**src/rtl/wwdm_ram.sv**
```systemverilog
// Generic single-write, single-read RAM with registered read data.
module wwdm_ram #(
    parameter int WIDTH = 8,
    parameter int DEPTH = 16
) (
    input  logic                                      clk,
    input  logic                                      we,
    input  logic [(DEPTH > 1 ? $clog2(DEPTH) : 1)-1:0] waddr,
    input  logic [WIDTH-1:0]                          wdata,
    input  logic [(DEPTH > 1 ? $clog2(DEPTH) : 1)-1:0] raddr,
    output logic [WIDTH-1:0]                          rdata
);
    logic [WIDTH-1:0] mem [DEPTH];
    logic [WIDTH-1:0] rdata_reg;

    always_ff @(posedge clk)
    begin
        if (we)
        begin
            mem[waddr] <= wdata;
        end
        rdata_reg <= mem[raddr];
    end

    assign rdata = rdata_reg;
endmodule

```
**config.mk**
```make
export PLATFORM = sky130hd
export DESIGN_NAME = wwdm_ram
export DESIGN_NICKNAME = d
export VERILOG_FILES = /design/src/rtl/wwdm_ram.sv
export SDC_FILE = /design/constraint.sdc
export NUM_CORES = 1
export LEC_CHECK = 0
export ABC_AREA = 0
export BUFFER_PORTS_ARGS = -buffer_cell sky130_fd_sc_hd__clkbuf_2
export CELL_PAD_IN_SITES_DETAIL_PLACEMENT = 1
export CELL_PAD_IN_SITES_GLOBAL_PLACEMENT = 1
export CORE_MARGIN = 2
export CORE_UTILIZATION = 57
export CTS_CLUSTER_SIZE = 24
export DETAILED_ROUTE_END_ITERATION = 16
export GPL_ROUTABILITY_DRIVEN = 0
export PLACE_DENSITY = 0.91
export SYNTH_ARGS = -nofsm -noshare
export SYNTH_HDL_FRONTEND = slang
export SYNTH_SLANG_ARGS = --single-unit
```
**constraint.sdc**
```tcl
create_clock -name clk -period 3.4 [get_ports clk]
set_clock_uncertainty 0.05 [all_clocks]
set_input_delay 0.17 -clock clk [delete_from_list [all_inputs] [get_ports clk]]
set_output_delay 0.17 -clock clk [all_outputs]
set_load 0.05 [all_outputs]
```
Word-level counts from Yosys, hierarchy flattened
Memory sizes are Yosys's and may differ from the RTL's. A register that Yosys moved wholly into a read port is not among the register bits.
Cells that the tools add are included.
{"block": "totals", "ram_bits": 128, "output_inout_bits": 8, "n_memories": 1, "inputBits": 18, "elab_cells": 3, "register_bits": 0}
{"block": "op_classes", "mux": 2}
{"memory": "mem", "depth": 16, "word_bits": 8, "rd": 1, "rd_clocked_by_memory_dff": 1, "write_ports": 1, "line": "13", "text": "logic [WIDTH-1:0] mem [DEPTH];"}
{"cell": "$mux W1", "n": 2}

Depth between registers and ports, before layout
{"block": "logic_depth", "depth_word": 2, "mapped_depth": 5, "ltp_nobuf": 3}

Worst setup path after synthesis
No wires, ideal clock.
{"block": "synth_path", "path_kind": "input-to-reg", "from": "input port waddr[2] in the netlist's numbering", "to": "memory mem[0][0] (enable)", "setup_time_ns": 0.383, "n_path_buf": 0, "t_required_ns": 2.967, "arrival_ns": 1.280, "path_stages": 2, "path_slack_ns": 1.687, "cell_sequence": "or3b_2 > nor3_1"}
{"element": "start, declared", "line": "8", "text": "input logic [(DEPTH > 1 ? $clog2(DEPTH) : 1)-1:0] waddr,"}
{"element": "end, declared", "line": "13"}
Straight into the memory's write port.

==> flow_summary.toml <==
[min_path]
worstHoldPathCells = 1
holdCritStartpoint = "wdata[5]"
hold_class = "in -> reg"
whs_endpoint = "mem[5][5]"

[timing]
setup_ws_ns = 1.62
setup_viol = 0
finalHoldViolCount = 0
finalCritPeriodShare_pct = 52.5
rsz0062_at_grt = "no"
max_freq_ghz = 0.560
worstMarginPinSlew_ns = 1.16
setup-tns-final_ns = 0
drv_slew = 0
slew_headroom_pct = 22.3
min_period_ns = 1.78

[layout]
fillCellCount = 679
drive_above_1_share_pct = 27.9
diodes = 0
final_util_pct = 68.1
syn_to_final_growth_pct = 15.4
fin_nets = 285
final_cells = 388
largest_reg_flops = 128

[synthesis]
synth.area.top_cells = "edfxtp_1, mux4_2, mux4_1"
synth_ff_type = "edfxtp_1"
yosysMostFrequentCell = "edfxtp_1"
synth-edff-count = 128
seq_area_frac_synth_pct = 77.8
yosysWarningCount = 0
postSynthAreaPerCell_um2 = 22.5
synth-async-reset-ratio_pct = 0
syn_inst = 229
syn_area_um2 = 5150
ys_ff_latch = 136
synth_top_area_share_pct = 74.7
synth_commonest_cells = "edfxtp_1, mux4_2, a22oi_1, mux4_1, nor2_1"
synth_area_leader_cell = "edfxtp_1"
synth_cell_types = 19
syn-num-nets = 247

[worst_setup_path]
crit_fanout = 20
regToRegSetupSlack_ns = 1.83
r2r_cells = 3
cp.arrival_ns = 2.13
cp-end-kind = "flip-flop"
reg2reg_to = "rdata[5]"
worstSetupStartpointType = "input port"
cp.required_ns = 3.74
timing.rr.start = "mem[9][5]"
path_class = "in -> reg"

[global_routing]
grt_use_total_pct = 25.0
grt.overflow.total = 0
grt_pass1_wl_um = 16800
antenna_found_initial = 0
grt_max_degree = 33
grt_pass1_vias = 2676

[detailed_routing]
drt_wl_total_um = 11300
drc_errors = 0
vias_per_cell = 6.40
firstDrtPassIters = 5
wl_per_cell_um = 29.0
vias = 2482
ant_nets = 0
first_iter_violations = 191

[placement]
port_buffers = 25
place_inst = 355
detailed_place_hpwl_um = 6500
preCtsSetupSlack_ns = 1.23

[die]
die_area_um2 = 9810
fp.dieW_um = 99.0
rows = 34
start_util_pct = 59.0
io_pins = 26
core_area_um2 = 8720
die_h_um = 99.0

[clock_network]
cts_hold_buf = 1
path_clk_slew_ns = 0.06
cts_buffers = 17
tritoncts = "built"
post_cts_buffers = 0
clk_latency_ns = 0.53
cts_sinks = 136
postCtsResizedCells = 0
cts-root-buf = "clkbuf_8"
cts_buffer_depth = 2
h-tree-depth = 4

[run_status]
outcome = "finished clean"

[job]
drv_cap = 0

[pwr]
power.density_nw_per_um2 = 656
ir_worst_vdd_mv = 0.388
leakage_nw = 2.00
-- routing by layer --
metal	wire (µm)	global-route usage, %
met5	0	0
met1	4730	35.4
met4	212	10.7
met2	5590	37.9
met3	736	5.96
-- cells in the final DEF (no fill, tap or decap), types with 3 or more instances in the layout --
| cell type | netlist | layout |
|---|---|---|
| a22oi_1 | 16 | 16 |
| buf_4 | 1 | 3 |
| bufinv_16 | 0 | 3 |
| clkbuf_16 | 0 | 16 |
| clkbuf_2 | 0 | 25 |
| clkinv_2 | 0 | 5 |
| dfxtp_1 | 8 | 8 |
| edfxtp_1 | 128 | 128 |
| mux4_1 | 14 | 14 |
| mux4_2 | 18 | 18 |
| nand2_1 | 9 | 9 |
| nor2_1 | 13 | 13 |
-- cell families (layout without fill, tap and decap cells) --
group	after synthesis	count (layout)	synth area share, %
compound gates	16	16	2.33
buf+inv	10	61	1.68
flops	136	136	77.8
mux	32	32	15.0
simple gates	35	35	3.18
-- final cells by class --
cell class	instances	area (µm²)	area share, %
well taps	108	135	2.28
clock inverters	14	156	2.63
multi-input cells	83	1070	18.0
clock buffers	18	418	7.04
repair buffers	29	158	2.65
flip-flops and latches	136	4000	67.4
-- how the worst max path moves through the flow --
stage                         from   endpoint  slack [ns]  depth (start not counted)
after floorplan           waddr[2]  mem[0][0]        1.69                          2
after global placement    raddr[0]   rdata[1]        1.33                          5
after detailed placement  raddr[0]   rdata[5]        1.23                          5
after CTS                 raddr[0]   rdata[5]        1.59                          5
after global routing      raddr[0]   rdata[5]        1.53                          5
final                     raddr[0]   rdata[5]        1.62                          5
-- power by group --
| part | switching [mW] | total, mW | internal (mW) |
|---|---|---|---|
| combinational | 0.141 | 0.210 | 0.0684 |
| sequential | 0.0137 | 1.89 | 1.88 |
| clock | 0.691 | 1.80 | 1.11 |
| total | 0.846 | 3.90 | 3.05 |
-- metrics by stage --
step | total power, mW | instance area (µm²) | hold WS [ns]
floorplan | 2.05 | 5150 | 0.219
global placement | 2.11 | 5350 | 0.501
detailed placement | 2.13 | 5350 | 0.530
CTS | 3.90 | 5940 | 0.0211
global route | 3.98 | 5940 | 0.0545
finish | 3.90 | 5940 | 0.0285
-- critical path: stages --
cell and delay [ns]:
clkbuf_2 0.40, buf_4 0.45, mux4_1 0.66, a22oi_1 0.32
nand2_1 0.11
No activity file was read; power rests on OpenSTA's default activity.
