===== src/rtl/wwdm_pkg.sv =====
// Shared types, codes and character helpers of the whole-word dictionary matcher.
package wwdm_pkg;

    localparam logic [2:0] REQ_WORD_CHAR = 3'd0;
    localparam logic [2:0] REQ_COMMIT    = 3'd1;
    localparam logic [2:0] REQ_REMOVE    = 3'd2;
    localparam logic [2:0] REQ_TEXT_CHAR = 3'd3;
    localparam logic [2:0] REQ_TEXT_END  = 3'd4;

    localparam logic [2:0] STAT_OK        = 3'd0;
    localparam logic [2:0] STAT_EMPTY     = 3'd1;
    localparam logic [2:0] STAT_DUPLICATE = 3'd2;
    localparam logic [2:0] STAT_FULL      = 3'd3;
    localparam logic [2:0] STAT_TOO_LONG  = 3'd4;
    localparam logic [2:0] STAT_BAD_INDEX = 3'd5;

    localparam logic KIND_MASK   = 1'b0;
    localparam logic KIND_STATUS = 1'b1;

    localparam logic [15:0] CH_UPPER_A   = 16'h0041;
    localparam logic [15:0] CH_UPPER_Z   = 16'h005A;
    localparam logic [15:0] CH_LOWER_A   = 16'h0061;
    localparam logic [15:0] CH_LOWER_Z   = 16'h007A;
    localparam logic [15:0] CH_DIGIT_0   = 16'h0030;
    localparam logic [15:0] CH_DIGIT_9   = 16'h0039;
    localparam logic [15:0] CH_UNDERLINE = 16'h005F;
    localparam logic [15:0] CH_WIDE      = 16'h0080;
    localparam logic [15:0] CH_SPACE     = 16'h0020;
    localparam logic [15:0] CH_TAB       = 16'h0009;
    localparam logic [15:0] CH_CR        = 16'h000D;
    localparam logic [15:0] CASE_OFFSET  = 16'h0020;

    localparam int LEN_W = 6;

    typedef struct packed {
        logic [2:0]  req_type;
        logic        list_select;
        logic [15:0] code_unit;
        logic [5:0]  entry_index;
    } req_t;

    typedef struct packed {
        logic        result_kind;
        logic [15:0] code_unit_out;
        logic        protected_flag;
        logic [2:0]  status;
        logic [6:0]  entry_count;
        logic        last;
    } rsp_t;

    function automatic logic [15:0] fold(input logic [15:0] c);
        return (c >= CH_UPPER_A && c <= CH_UPPER_Z) ? c + CASE_OFFSET : c;
    endfunction

    function automatic logic is_space(input logic [15:0] c);
        return c == CH_SPACE || (c >= CH_TAB && c <= CH_CR);
    endfunction

    function automatic logic is_word(input logic [15:0] c);
        return (c >= CH_LOWER_A && c <= CH_LOWER_Z) || (c >= CH_UPPER_A && c <= CH_UPPER_Z) ||
               (c >= CH_DIGIT_0 && c <= CH_DIGIT_9) || c == CH_UNDERLINE || c >= CH_WIDE;
    endfunction

endpackage


===== src/rtl/wwdm_cmp.sv =====
// Shared word compare unit: case-folded equality of the first len code units.
module wwdm_cmp #(
    parameter int MAX_WORD_LEN = 32
) (
    input  logic [16*MAX_WORD_LEN-1:0] chars_a,
    input  logic [16*MAX_WORD_LEN-1:0] chars_b,
    input  logic [5:0]                 len,
    output logic                       eq
);
    import wwdm_pkg::*;

    logic [MAX_WORD_LEN-1:0] mism;

    always_comb
    begin
        for (int k = 0; k < MAX_WORD_LEN; k++)
        begin
            mism[k] = (k < len) &&
                      (fold(chars_a[16*k +: 16]) != fold(chars_b[16*k +: 16]));
        end
    end

    assign eq = ~|mism;
endmodule


===== config.mk =====
export PLATFORM = sky130hd
export DESIGN_NAME = wwdm_cmp
export DESIGN_NICKNAME = d
export VERILOG_FILES = /design/src/rtl/wwdm_pkg.sv /design/src/rtl/wwdm_cmp.sv
export SDC_FILE = /design/constraint.sdc
export NUM_CORES = 1
export LEC_CHECK = 0
export ABC_AREA = 1
export CORE_AREA = 5 5 398 400
export DETAILED_ROUTE_END_ITERATION = 10
export DIE_AREA = 0 0 403 405
export DONT_BUFFER_PORTS = 1
export RECOVER_POWER = 25
export SYNTH_ARGS = -nofsm -noshare
export SYNTH_HDL_FRONTEND = slang
export SYNTH_SLANG_ARGS = --single-unit

===== constraint.sdc =====
create_clock -name vclk -period 2.4
set_input_delay 0.12 -clock vclk [all_inputs]
set_output_delay 0.12 -clock vclk [all_outputs]
set_load 0.05 [all_outputs]

* Word level (Yosys, flattened, before mapping) *
Cells that the tools add are included.

storage, ports and cells
  flip-flop bits (word level) = 0
  logic and storage cells = 418

operators by class
  add/sub/neg operators = 64
  magnitude comparators = 160
  eq/ne operators = 32
  mux-type cells = 64
  reduce and logical (&&, ||, !) cells = 98

operators with widths
  operator                                                                      number
  16-bit by 6-bit adder with 16-bit output (second input constant)              64
  16-bit by 7-bit >= comparator with 1-bit output (second input constant)       64
  16-bit by 7-bit <= comparator with 1-bit output (second input constant)       64
  16-bit two-way mux                                                            64
  16-bit inequality test                                                        32
  1-bit logical AND                                                             96
  5-bit by 6-bit less-than comparator with 1-bit output (first input constant)  16
  4-bit by 6-bit less-than comparator with 1-bit output (first input constant)  8
  32-bit OR reduction                                                           1
  3-bit by 6-bit less-than comparator with 1-bit output (first input constant)  4
  1-bit by 6-bit less-than comparator with 1-bit output (first input constant)  2
  2-bit by 6-bit less-than comparator with 1-bit output (first input constant)  2
  1-bit logical NOT                                                             1

* Logic depth before layout (Yosys ltp) *
Gate-level depths: netlist (run 1).

  word-level depth = 7
  gate-level depth with buffers = 21
  depth with buffers taken out = 21

* Worst setup path before layout (run 1) *
Ideal clock, no wire load.

  kind = input to output
  from = input chars_a[473]
  to = output eq
  data arrival time = 1.694 ns
  path slack = 0.586 ns
  stages on the path = 18
  cell sequence = or2_1 -> nor2_1 -> nand3_1 -> nor2_1 -> nand2_1 -> nand2_1 -> inv_1 -> nand2_1 -> nand2_1 -> nor2_1 -> nand4_1 -> nand2_1 -> nand2_1 -> nor2_1 -> nand2_1 -> nor2_1 -> nand2_1 -> inv_1

on the way
  word-level cells in the longest chain between the ends = 7
  elaborated cells on any way between the ends = 9
  those cells by class = add/sub: 1; order compare: 2; eq/ne: 1; mux: 1; reduce/logical: 4

RTL lines
  element                                                                                                             RTL line        source
  start, declared                                                                                                     wwdm_cmp.sv:5   input logic [16*MAX_WORD_LEN-1:0] chars_a,
  16-bit by 7-bit >= comparator with 1-bit output or 16-bit by 7-bit <= comparator with 1-bit output (tied branches)  wwdm_pkg.sv:52  return (c >= CH_UPPER_A && c <= CH_UPPER_Z) ? c + CASE_OFFSET : c;
  1-bit logical AND                                                                                                   wwdm_pkg.sv:52
  16-bit two-way mux *                                                                                                wwdm_pkg.sv:52
  16-bit inequality test *                                                                                            wwdm_cmp.sv:19  (fold(chars_a[16*k +: 16]) != fold(chars_b[16*k +: 16]));
  1-bit logical AND *                                                                                                 wwdm_cmp.sv:18  mism[k] = (k < len) &&
  32-bit OR reduction *                                                                                               wwdm_cmp.sv:23  assign eq = ~|mism;
  1-bit logical NOT *                                                                                                 wwdm_cmp.sv:23
  end, declared                                                                                                       wwdm_cmp.sv:8   output logic eq

Every way passes the cells marked *; elsewhere a longest branch is shown, timed or not.

* Final worst setup path (run 1) *
  from = input chars_b[492]
  to = output eq

on the way
  word-level cells in the longest chain between the ends = 7
  elaborated cells on any way between the ends = 9
  those cells by class = add/sub: 1; order compare: 2; eq/ne: 1; mux: 1; reduce/logical: 4

RTL lines
  element                                                                                                             RTL line        source
  start, declared                                                                                                     wwdm_cmp.sv:6   input logic [16*MAX_WORD_LEN-1:0] chars_b,
  16-bit by 7-bit >= comparator with 1-bit output or 16-bit by 7-bit <= comparator with 1-bit output (tied branches)  wwdm_pkg.sv:52
  1-bit logical AND                                                                                                   wwdm_pkg.sv:52
  16-bit two-way mux *                                                                                                wwdm_pkg.sv:52
  16-bit inequality test *                                                                                            wwdm_cmp.sv:19
  1-bit logical AND *                                                                                                 wwdm_cmp.sv:18
  32-bit OR reduction *                                                                                               wwdm_cmp.sv:23
  1-bit logical NOT *                                                                                                 wwdm_cmp.sv:23

Marked as above.

==> results of run 1 <==
==> worst min-delay path by stage <==
| stage | endpoint | cells after the start | slack, ns | from |
|---|---|---|---|---|
| after floorplan | eq | 7 | 0.67 | len[5] |
| after global placement | eq | 8 | 0.83 | len[5] |
| after detailed placement | eq | 8 | 0.85 | len[5] |
| after CTS | eq | 8 | 0.85 | len[5] |
| after global routing | eq | 8 | 0.80 | len[5] |
| final | eq | 8 | 0.76 | len[5] |
==> metal layers <==
metal / global-route usage [%] / up-vias
met5: 0 / -
met4: 5.038 / 18
met3: 8.147 / 197
met2: 26.18 / 1232
met1: 16.25 / 12980
li1: - / 15430
==> cells by family after synthesis <==
logic type,Yosys count
buffers and inverters,676
AO/OA/AOI/OAI,260
adder cells (fa/ha/maj),64
XOR/XNOR,306
AND/OR/NAND/NOR,3565
==> final cells by class <==
cell class | instances | share of cell area [%]
diodes | 18 | 0.1754
inverters | 674 | 9.896
multi-input cells | 4195 | 78.23
well taps | 2058 | 10.03
repair buffers | 54 | 1.671
==> cell usage in the layout (no fill, tap or decap), types with 7 or more instances in the layout <==
master / n
nand3_1: 392
or2_1: 14
xor2_1: 198
nor2_1: 1038
inv_1: 655
nor3_1: 61
nor2_2: 33
diode_2: 18
o22ai_1: 7
nand2_2: 12
nand4_1: 157
nand2_1: 1643
nand3_2: 7
xnor2_1: 108
ha_1: 64
buf_4: 50
inv_2: 16
nand3b_1: 82
nor4_1: 40
a21oi_1: 131
o21ai_0: 101
or2_2: 68
==> cell usage after synthesis, types with 2 or more instances <==
master,instances
nor2_2,19
a21oi_1,132
xnor2_1,108
nand2_1,1653
a21boi_0,3
nand3_1,398
nor3_1,64
o211ai_1,2
o22ai_1,7
nor4_1,40
o21a_1,4
nand2_2,5
inv_1,660
nand4_1,157
nor2_1,1057
or2_1,14
or2_2,68
xor2_1,198
o2111ai_1,6
and2_0,3
nand3b_1,82
a21boi_1,2
o21ai_0,102
ha_1,64
inv_2,14
==> power by group <==
part	switching, mW	internal (mW)	total (mW)	leakage [nW]
Sequential	0	0	0	0
Combinational	1.39	1.13	2.52	12.8
Clock	0	0.00000103	0.00000103	0.000114
==> worst max-delay path: cells and delay by family <==
| kind | cells | cell delay [ns] |
|---|---|---|
| buffers and inverters | 3 | 0.39 |
| and+or+nand+nor | 18 | 1.59 |
==> what timing repair did <==
item / 4_1_cts / 5_1_grt
endpoints found under the setup margin: 1 / 1
endpoints found under the hold margin: 0 / 0
resized for setup: 3 / 55
pin swaps: 0 / 29
setup buffers: 0 / 0
==> run metrics, run 1 <==
count of final hold-check violations 0; maximum capacitance violations 0; post-synthesis share of cell area spent on and, or, nand and nor gates 67.10%; area of the core 0.1549 mm²; average wire per cell in the routed design 19.30 µm; share of cell area taken by muxes after synthesis 0%; remaining routing DRC violations 0; via/cell ratio 4.266; max-slew violation total from the final report 0; count of hold-fix buffers inserted at cts 0; Filler cells 18.33k; post-route cell area 0.02568 mm²; fraction of the mapped netlist area in compound gates 6.085%; FP Rows 145; xor and xnor area share after synthesis 11.94%; largest area contributor in the netlist nand2_1; worst hold path type in2out; Starting Density 14.49%; share of synthesized area occupied by flip-flops and latches 0%; number of antenna violations at the first check in global routing 23; post-synthesis area per instance 4.610 µm²; Post-Place Cell Area 0.02545 mm²; required time at the endpoint of the critical path 2.28 ns; global-route wire length before repair 184.2 mm; biggest fanout along the worst timing path 4; total number of vias 29.86k; worst setup path startpoint chars_b[492]; clock buf count 0; gp weighted congestion 1.069; Die Footprint 0.1632 mm²; RSZ-0062 raised after global routing yes; Power per Cell Area 98.04 mW/mm²; final critical-path setup slack 0.1498 ns; DR iter-0 viols 2326; adder and majority cell fraction of the synthesized area 3.566%; post-route antenna net violation count 0; routed length on met3 18.99 mm; fraction of final layout cells with drive strength greater than 1 4.205%; final worst-path cycle share 93.76%; biggest cell delay along the critical path 0.24 ns; headroom to the max-slew limit 70.46%; hpwl dp 125.9 mm; Top-Level Pins 1031; Placed Cells 6982; dominant combinational cell family by area after synthesis simple AND/OR/NAND/NOR gates; final setup violation count 0; Die Span Y 405 µm; top cells by area, synth nand2_1 28%, nor2_1 18%, inv_1 11%; post-synthesis to final-layout area growth 14.36%; number of nets at the end of the flow 6019; GRT Resource Usage Total 15.35%; global route overflow 0; fraction of the core area covered by cells at the end of the flow 16.57%; maximum resistive drop on vdd 46.28 µV; Syn Std Cell Area 0.02246 mm²; met2 wire length 62.07 mm; number of instances in the synthesized netlist 4871; pin count of the biggest net entering global routing 10; cell-by-cell trace of the critical path nor2_1 -> nand2_1 -> nor2_1 -> nand3_1 -> nand2_1 -> nand2_1 -> nand2_1 -> nand2_1 -> nand2_1 -> nand2_1 -> nor2_1 -> nand4_1 -> buf_4 -> nand2_1 -> nand2_1 -> nor2_1 -> nand2_1 -> nor2_1 -> nand2_1 -> inv_2 -> buf_12; end point of the critical path eq; critical setup path kind in2out; startpoint class of the critical path input port; Synth Net Count 5965; top routing layer in use met5; endpoint kind of the worst setup timing path output port; Post-Route Hold Slack 0.7642 ns; Critical Path AT 2.13 ns; Placement Setup Slack -0.1078 ns; result of the run finished, final reports clean; Storage cell area 0 µm²; number of sequential cells 0; reported leakage power 12.76 nW; number of global-route vias before repair 26.44k; Netlist cell types 34; highest attainable clock frequency 444.4 MHz; share of the synthesized area in the top cell type 27.63%; final setup TNS 0 ns; overall power consumption 2.518 mW; DR pass1 iterations 6; post-route minimum period 2.250 ns; die outline width 403 µm; total area of multi-input combinational cells 0.02009 mm²; non-filler instance count after layout 6999; final routed wirelength across all metal layers 135.1 mm; length of routed wiring on met1 48.09 mm; cell type of the slowest stage on the worst timing path nor2_1; transition at the pin with the smallest max-transition slack 0.4385 ns; most frequent cell on the critical path nand2_1; total number of yosys warnings 0; count of port buffers added during placement 0
Note: power is estimated with default switching activity, not from simulation.
==> run 2: changes to the inputs <==
- MAX_ROUTING_LAYER: not set -> met4
- SETUP_SLACK_MARGIN: not set -> 0.02
==> run metrics, run 2 (synthesized netlist as in run 1, its figures left out) <==
cell type of the slowest stage on the worst timing path buf_6; met3 demand-to-capacity share in global routing 7.705%; number of global-route vias before repair 26.27k; number of antenna violations at the first check in global routing 24; endpoint kind of the worst setup timing path output port; Top Family by Delay on Critical Path simple AND/OR/NAND/NOR gates; transition at the pin with the smallest max-transition slack 0.5266 ns; worst hold path type in2out; Filler cells 18.36k; final critical-path setup slack 0.1208 ns; count of final hold-check violations 0; count of hold-fix buffers inserted at cts 0; FP Rows 145; Top-Level Pins 1031; cell-by-cell trace of the critical path nor2_4 -> buf_6 -> nand2_4 -> nor2_4 -> nand3_2 -> nand2_2 -> nand2_2 -> nand2_1 -> nand2_1 -> nand2_1 -> nand2_1 -> nor2_1 -> nand4_1 -> buf_6 -> nand2_1 -> nand2_1 -> nor2_1 -> nand2_1 -> nor2_1 -> nand2_1 -> inv_2 -> buf_12; Post-Route Hold Slack 0.7922 ns; fraction of the core area covered by cells at the end of the flow 16.69%; remaining routing DRC violations 0; RSZ-0062 raised after global routing yes; buffering stage count on the worst path with inverters included 4; met1 GRT Util 16.39%; max-slew violation total from the final report 0; Post-Place Cell Area 0.02547 mm²; Storage cell area 0 µm²; global route overflow 0; reported leakage power 12.81 nW; final setup violation count 0; final setup TNS 0 ns; Placement Setup Slack -0.1395 ns; clock buf count 0; post-route minimum period 2.279 ns; total area of multi-input combinational cells 0.02016 mm²; required time at the endpoint of the critical path 2.28 ns; total number of vias 29.93k; met2 capacity usage during global routing 26.80%; number of sequential cells 0; Critical Path AT 2.16 ns; biggest cell delay along the critical path 0.20 ns; fraction of final layout cells with drive strength greater than 1 4.646%; most common cell after layout, fill and taps aside nand2_1; global-route wire length before repair 183.9 mm; startpoint class of the critical path input port; maximum capacitance violations 0; post-route antenna net violation count 0; area of the core 0.1549 mm²; via/cell ratio 4.259; die outline width 403 µm; overall power consumption 2.535 mW; result of the run finished, final reports clean; routing layer with the top usage in global route met2; post-route cell area 0.02586 mm²; DR iter-0 viols 2473; final routed wirelength across all metal layers 135.4 mm; critical setup path kind in2out; number of nets at the end of the flow 6025; headroom to the max-slew limit 64.52%; highest attainable clock frequency 438.7 MHz; GRT Resource Usage Total 15.78%; most frequent cell on the critical path nand2_1; pin count of the biggest net entering global routing 10; non-filler instance count after layout 7027; average wire per cell in the routed design 19.27 µm; hpwl dp 126.2 mm; biggest fanout along the worst timing path 4; Starting Density 14.49%; Placed Cells 6985; Power per Cell Area 98.01 mW/mm²; maximum resistive drop on vdd 44.53 µV; commonest cells after routing, fill and taps aside 1640 x nand2_1, 1027 x nor2_1, 656 x inv_1; post-synthesis to final-layout area growth 15.17%; Die Footprint 0.1632 mm²; count of port buffers added during placement 0; Die Span Y 405 µm; DR pass1 iterations 7; final worst-path cycle share 94.97%; gp weighted congestion 1.091
run 2: cell types whose count changed in the layout (fill, tap and decap cells not counted), sizes merged:
cell	change
diode	+22
buf	+6
run 2: final timing paths:
kind / slack (ns) / startpoint / cells after the start / end
max: 0.12 / chars_a[106] / 22 / eq
min: 0.79 / len[5] / 8 / eq
run 2: layout make-up:
cell class | count | area share (%)
antenna | 40 | 0.3871
inverter | 674 | 9.826
multi-input combinational | 4195 | 77.95
tap | 2058 | 9.957
timing repair buffer | 60 | 1.877
run 2: report_power, final:
group / internal (mW) / switching, mW
registers: 0 / 0
logic: 1.13 / 1.40
clock network: 0.00000218 / 0
total: 1.13 / 1.40
run 2: what timing repair did:
action,in CTS,in global routing
pin swaps,0,36
endpoints found under the setup margin,1,1
buffers inserted,0,2
gates resized for setup,5,80
run 2: routing by layer:
metal,up-vias,routed length [µm]
li1,15480,-
met1,13090,49040
met2,1207,64220
met3,152,18180
met4,0,4008
met5,-,0
run 2: worst min-delay path, delay by kind of cell:
| kind | cells | cell delay (ns) |
|---|---|---|
| and+or+nand+nor | 6 | 0.34 |
| buffers and inverters | 2 | 0.19 |
==> run 3: changes to the inputs <==
- ABC_AREA: 1 -> not set
- CORE_AREA: 5 5 398 400 -> 5 5 399 401
- DIE_AREA: 0 0 403 405 -> 0 0 404 406
- SLEW_MARGIN: not set -> 25
==> run metrics, run 3 <==
top post-synthesis cells by count 269 x xnor2_1, 250 x xor2_1, 148 x nor4_1, 142 x nor3_1, 114 x nor2_1; total area of multi-input combinational cells 0.01336 mm²; pin count of the biggest net entering global routing 18; post-route minimum period 3.444 ns; hpwl dp 131.2 mm; RSZ-0062 raised after global routing yes; Stages on worst setup path 10; area of the core 0.1553 mm²; final routed wirelength across all metal layers 138.1 mm; Top-Level Pins 1031; post-route cell area 0.01756 mm²; Die Span Y 406 µm; number of global-route vias before repair 16.83k; count of final hold-check violations 0; DR pass1 iterations 5; cell-by-cell trace of the critical path nor4_1 -> nand4b_1 -> a2111oi_0 -> a21oi_1 -> o32a_1 -> or4_4 -> buf_6 -> nor4b_4 -> and4b_2 -> buf_12; most common cell after layout, fill and taps aside xnor2_1; total number of yosys warnings 0; average wire per cell in the routed design 33.47 µm; length of routed wiring on met1 47.57 mm; transition at the pin with the smallest max-transition slack 0.9795 ns; via/cell ratio 4.174; buffering stage count on the worst path with inverters included 2; routed length on met3 19.90 mm; remaining routing DRC violations 0; share of the synthesized area in the top cell type 17.83%; commonest cells after routing, fill and taps aside 268 x xnor2_1, 250 x xor2_1, 178 x buf_4; result of the run finished with violations; count of port buffers added during placement 0; die outline width 404 µm; number of nets at the end of the flow 3114; endpoint kind of the worst setup timing path output port; cell type of the slowest stage on the worst timing path a2111oi_0; global-route wire length before repair 169.9 mm; top routing layer in use met4; reported leakage power 5.197 nW; fraction of the core area covered by cells at the end of the flow 11.31%; maximum resistive drop on vdd 40.09 µV; maximum capacitance violations 0; DR iter-0 viols 1552; total number of vias 17.22k; Storage cell area 0 µm²; startpoint class of the critical path input port; highest attainable clock frequency 290.4 MHz; worst hold path type in2out; share of synthesized area occupied by flip-flops and latches 0%; global route overflow 0; most frequent cell after synthesis xnor2_1; fraction of final layout cells with drive strength greater than 1 12.19%; Critical Path AT 3.32 ns; Starting Density 8.510%; count of cells along the worst hold path 3; post-synthesis area per instance 7.159 µm²; post-synthesis to final-layout area growth 32.87%; top cells by area, synth xnor2_1 18%, xor2_1 17%, nor4_1 7.0%; Die Footprint 0.1640 mm²; number of sequential cells 0; max-slew violation total from the final report 0; Netlist cell types 76; required time at the endpoint of the critical path 2.28 ns; final setup violation count 1; violated checks negative setup slack; Top Family by Delay on Critical Path simple AND/OR/NAND/NOR gates; headroom to the max-slew limit 33.01%; clock buf count 0; met2 wire length 64.72 mm; final critical-path setup slack -1.044 ns; number of antenna violations at the first check in global routing 39; critical setup path kind in2out; number of instances in the synthesized netlist 1846; largest area contributor in the netlist xnor2_1; post-route antenna net violation count 0; Filler cells 18.13k; Synth Net Count 2940; gp weighted congestion 1.081; Power per Cell Area 107.9 mW/mm²; biggest fanout along the worst timing path 3; final worst-path cycle share 143.5%; biggest cell delay along the critical path 0.85 ns; FP Rows 145; count of hold-fix buffers inserted at cts 0; Post-Place Cell Area 0.01711 mm²; GRT Resource Usage Total 16.03%; Syn Std Cell Area 0.01322 mm²
-- run 3: changes by cell type in the layout (fill, tap and decap cells not counted), sizes merged, moves of 52 or more --
cell	previous run	this run
nand4	157	73
xnor2	108	269
xor2	198	250
buf	60	183
nor2	1078	114
o21ai	102	30
nand3b	82	18
or2	82	6
nand2	1658	79
nor3	64	142
nor4	40	150
nand3	399	64
inv	671	23
-- run 3: worst paths after layout --
check / start / endpoint / slack (ns)
setup / recovery: chars_b[397] / eq / -1.04
hold / removal: len[3] / eq / 0.75
-- run 3: timing repair --
| item | CTS | global route |
|---|---|---|
| setup buffers | 7 | 1 |
| endpoints found under the setup margin | 1 | 1 |
| gates resized for setup | 30 | 18 |
| pin swaps | 17 | 14 |
-- run 3: cell type report --
| cell class | instances | area share (%) |
|---|---|---|
| diodes | 50 | 0.7125 |
| inverters | 23 | 0.4916 |
| multi-input cells | 1812 | 76.05 |
| well taps | 2058 | 14.66 |
| repair buffers | 183 | 8.080 |
-- run 3: logic make-up after synthesis --
family                     Yosys count  synth area share (%)
muxes                               60                 4.686
adders and majority gates           64                 6.059
and+or+nand+nor                    833                 35.87
AOI/OAI and AO/OA                  336                 18.03
xor gates and xnor gates           519                 34.39
buffers and inverters               34                0.9656
-- run 3: where the power goes --
part | switching [mW] | leakage (nW) | internal (mW)
sequential | 0 | 0 | 0
combinational | 0.848 | 5.20 | 1.05
clock | 0 | 0.000317 | 0.00000296
total | 0.848 | 5.20 | 1.05
-- run 3: layer usage --
layer	vias up	track usage, %
li1	7567	-
met1	8446	15.98
met2	1011	26.06
met3	199	9.261
met4	0	6.070
met5	-	-
-- run 3: metrics by stage --
step | setup WS (ns) | TNS, ns | power, mW | hold WS (ns) | std cells
detailed placement | -1.599 | -1.599 | 1.868 | 0.7402 | 4069
finish | -1.044 | -1.044 | 1.895 | 0.7543 | 4126
CTS | -1.130 | -1.130 | 1.901 | 0.7403 | 4075
global route | -1.197 | -1.197 | 2.097 | 0.7471 | 4122
floorplan | -0.8478 | -0.8478 | 1.377 | 0.7015 | 1846
global placement | -1.556 | -1.556 | 1.829 | 0.7558 | 4069
-- run 3: worst min-delay path: cells and delay by family --
kind,cells,cell delay (ns)
buf+inv,1,0.15
simple gates,1,0.25
compound gates,1,0.08
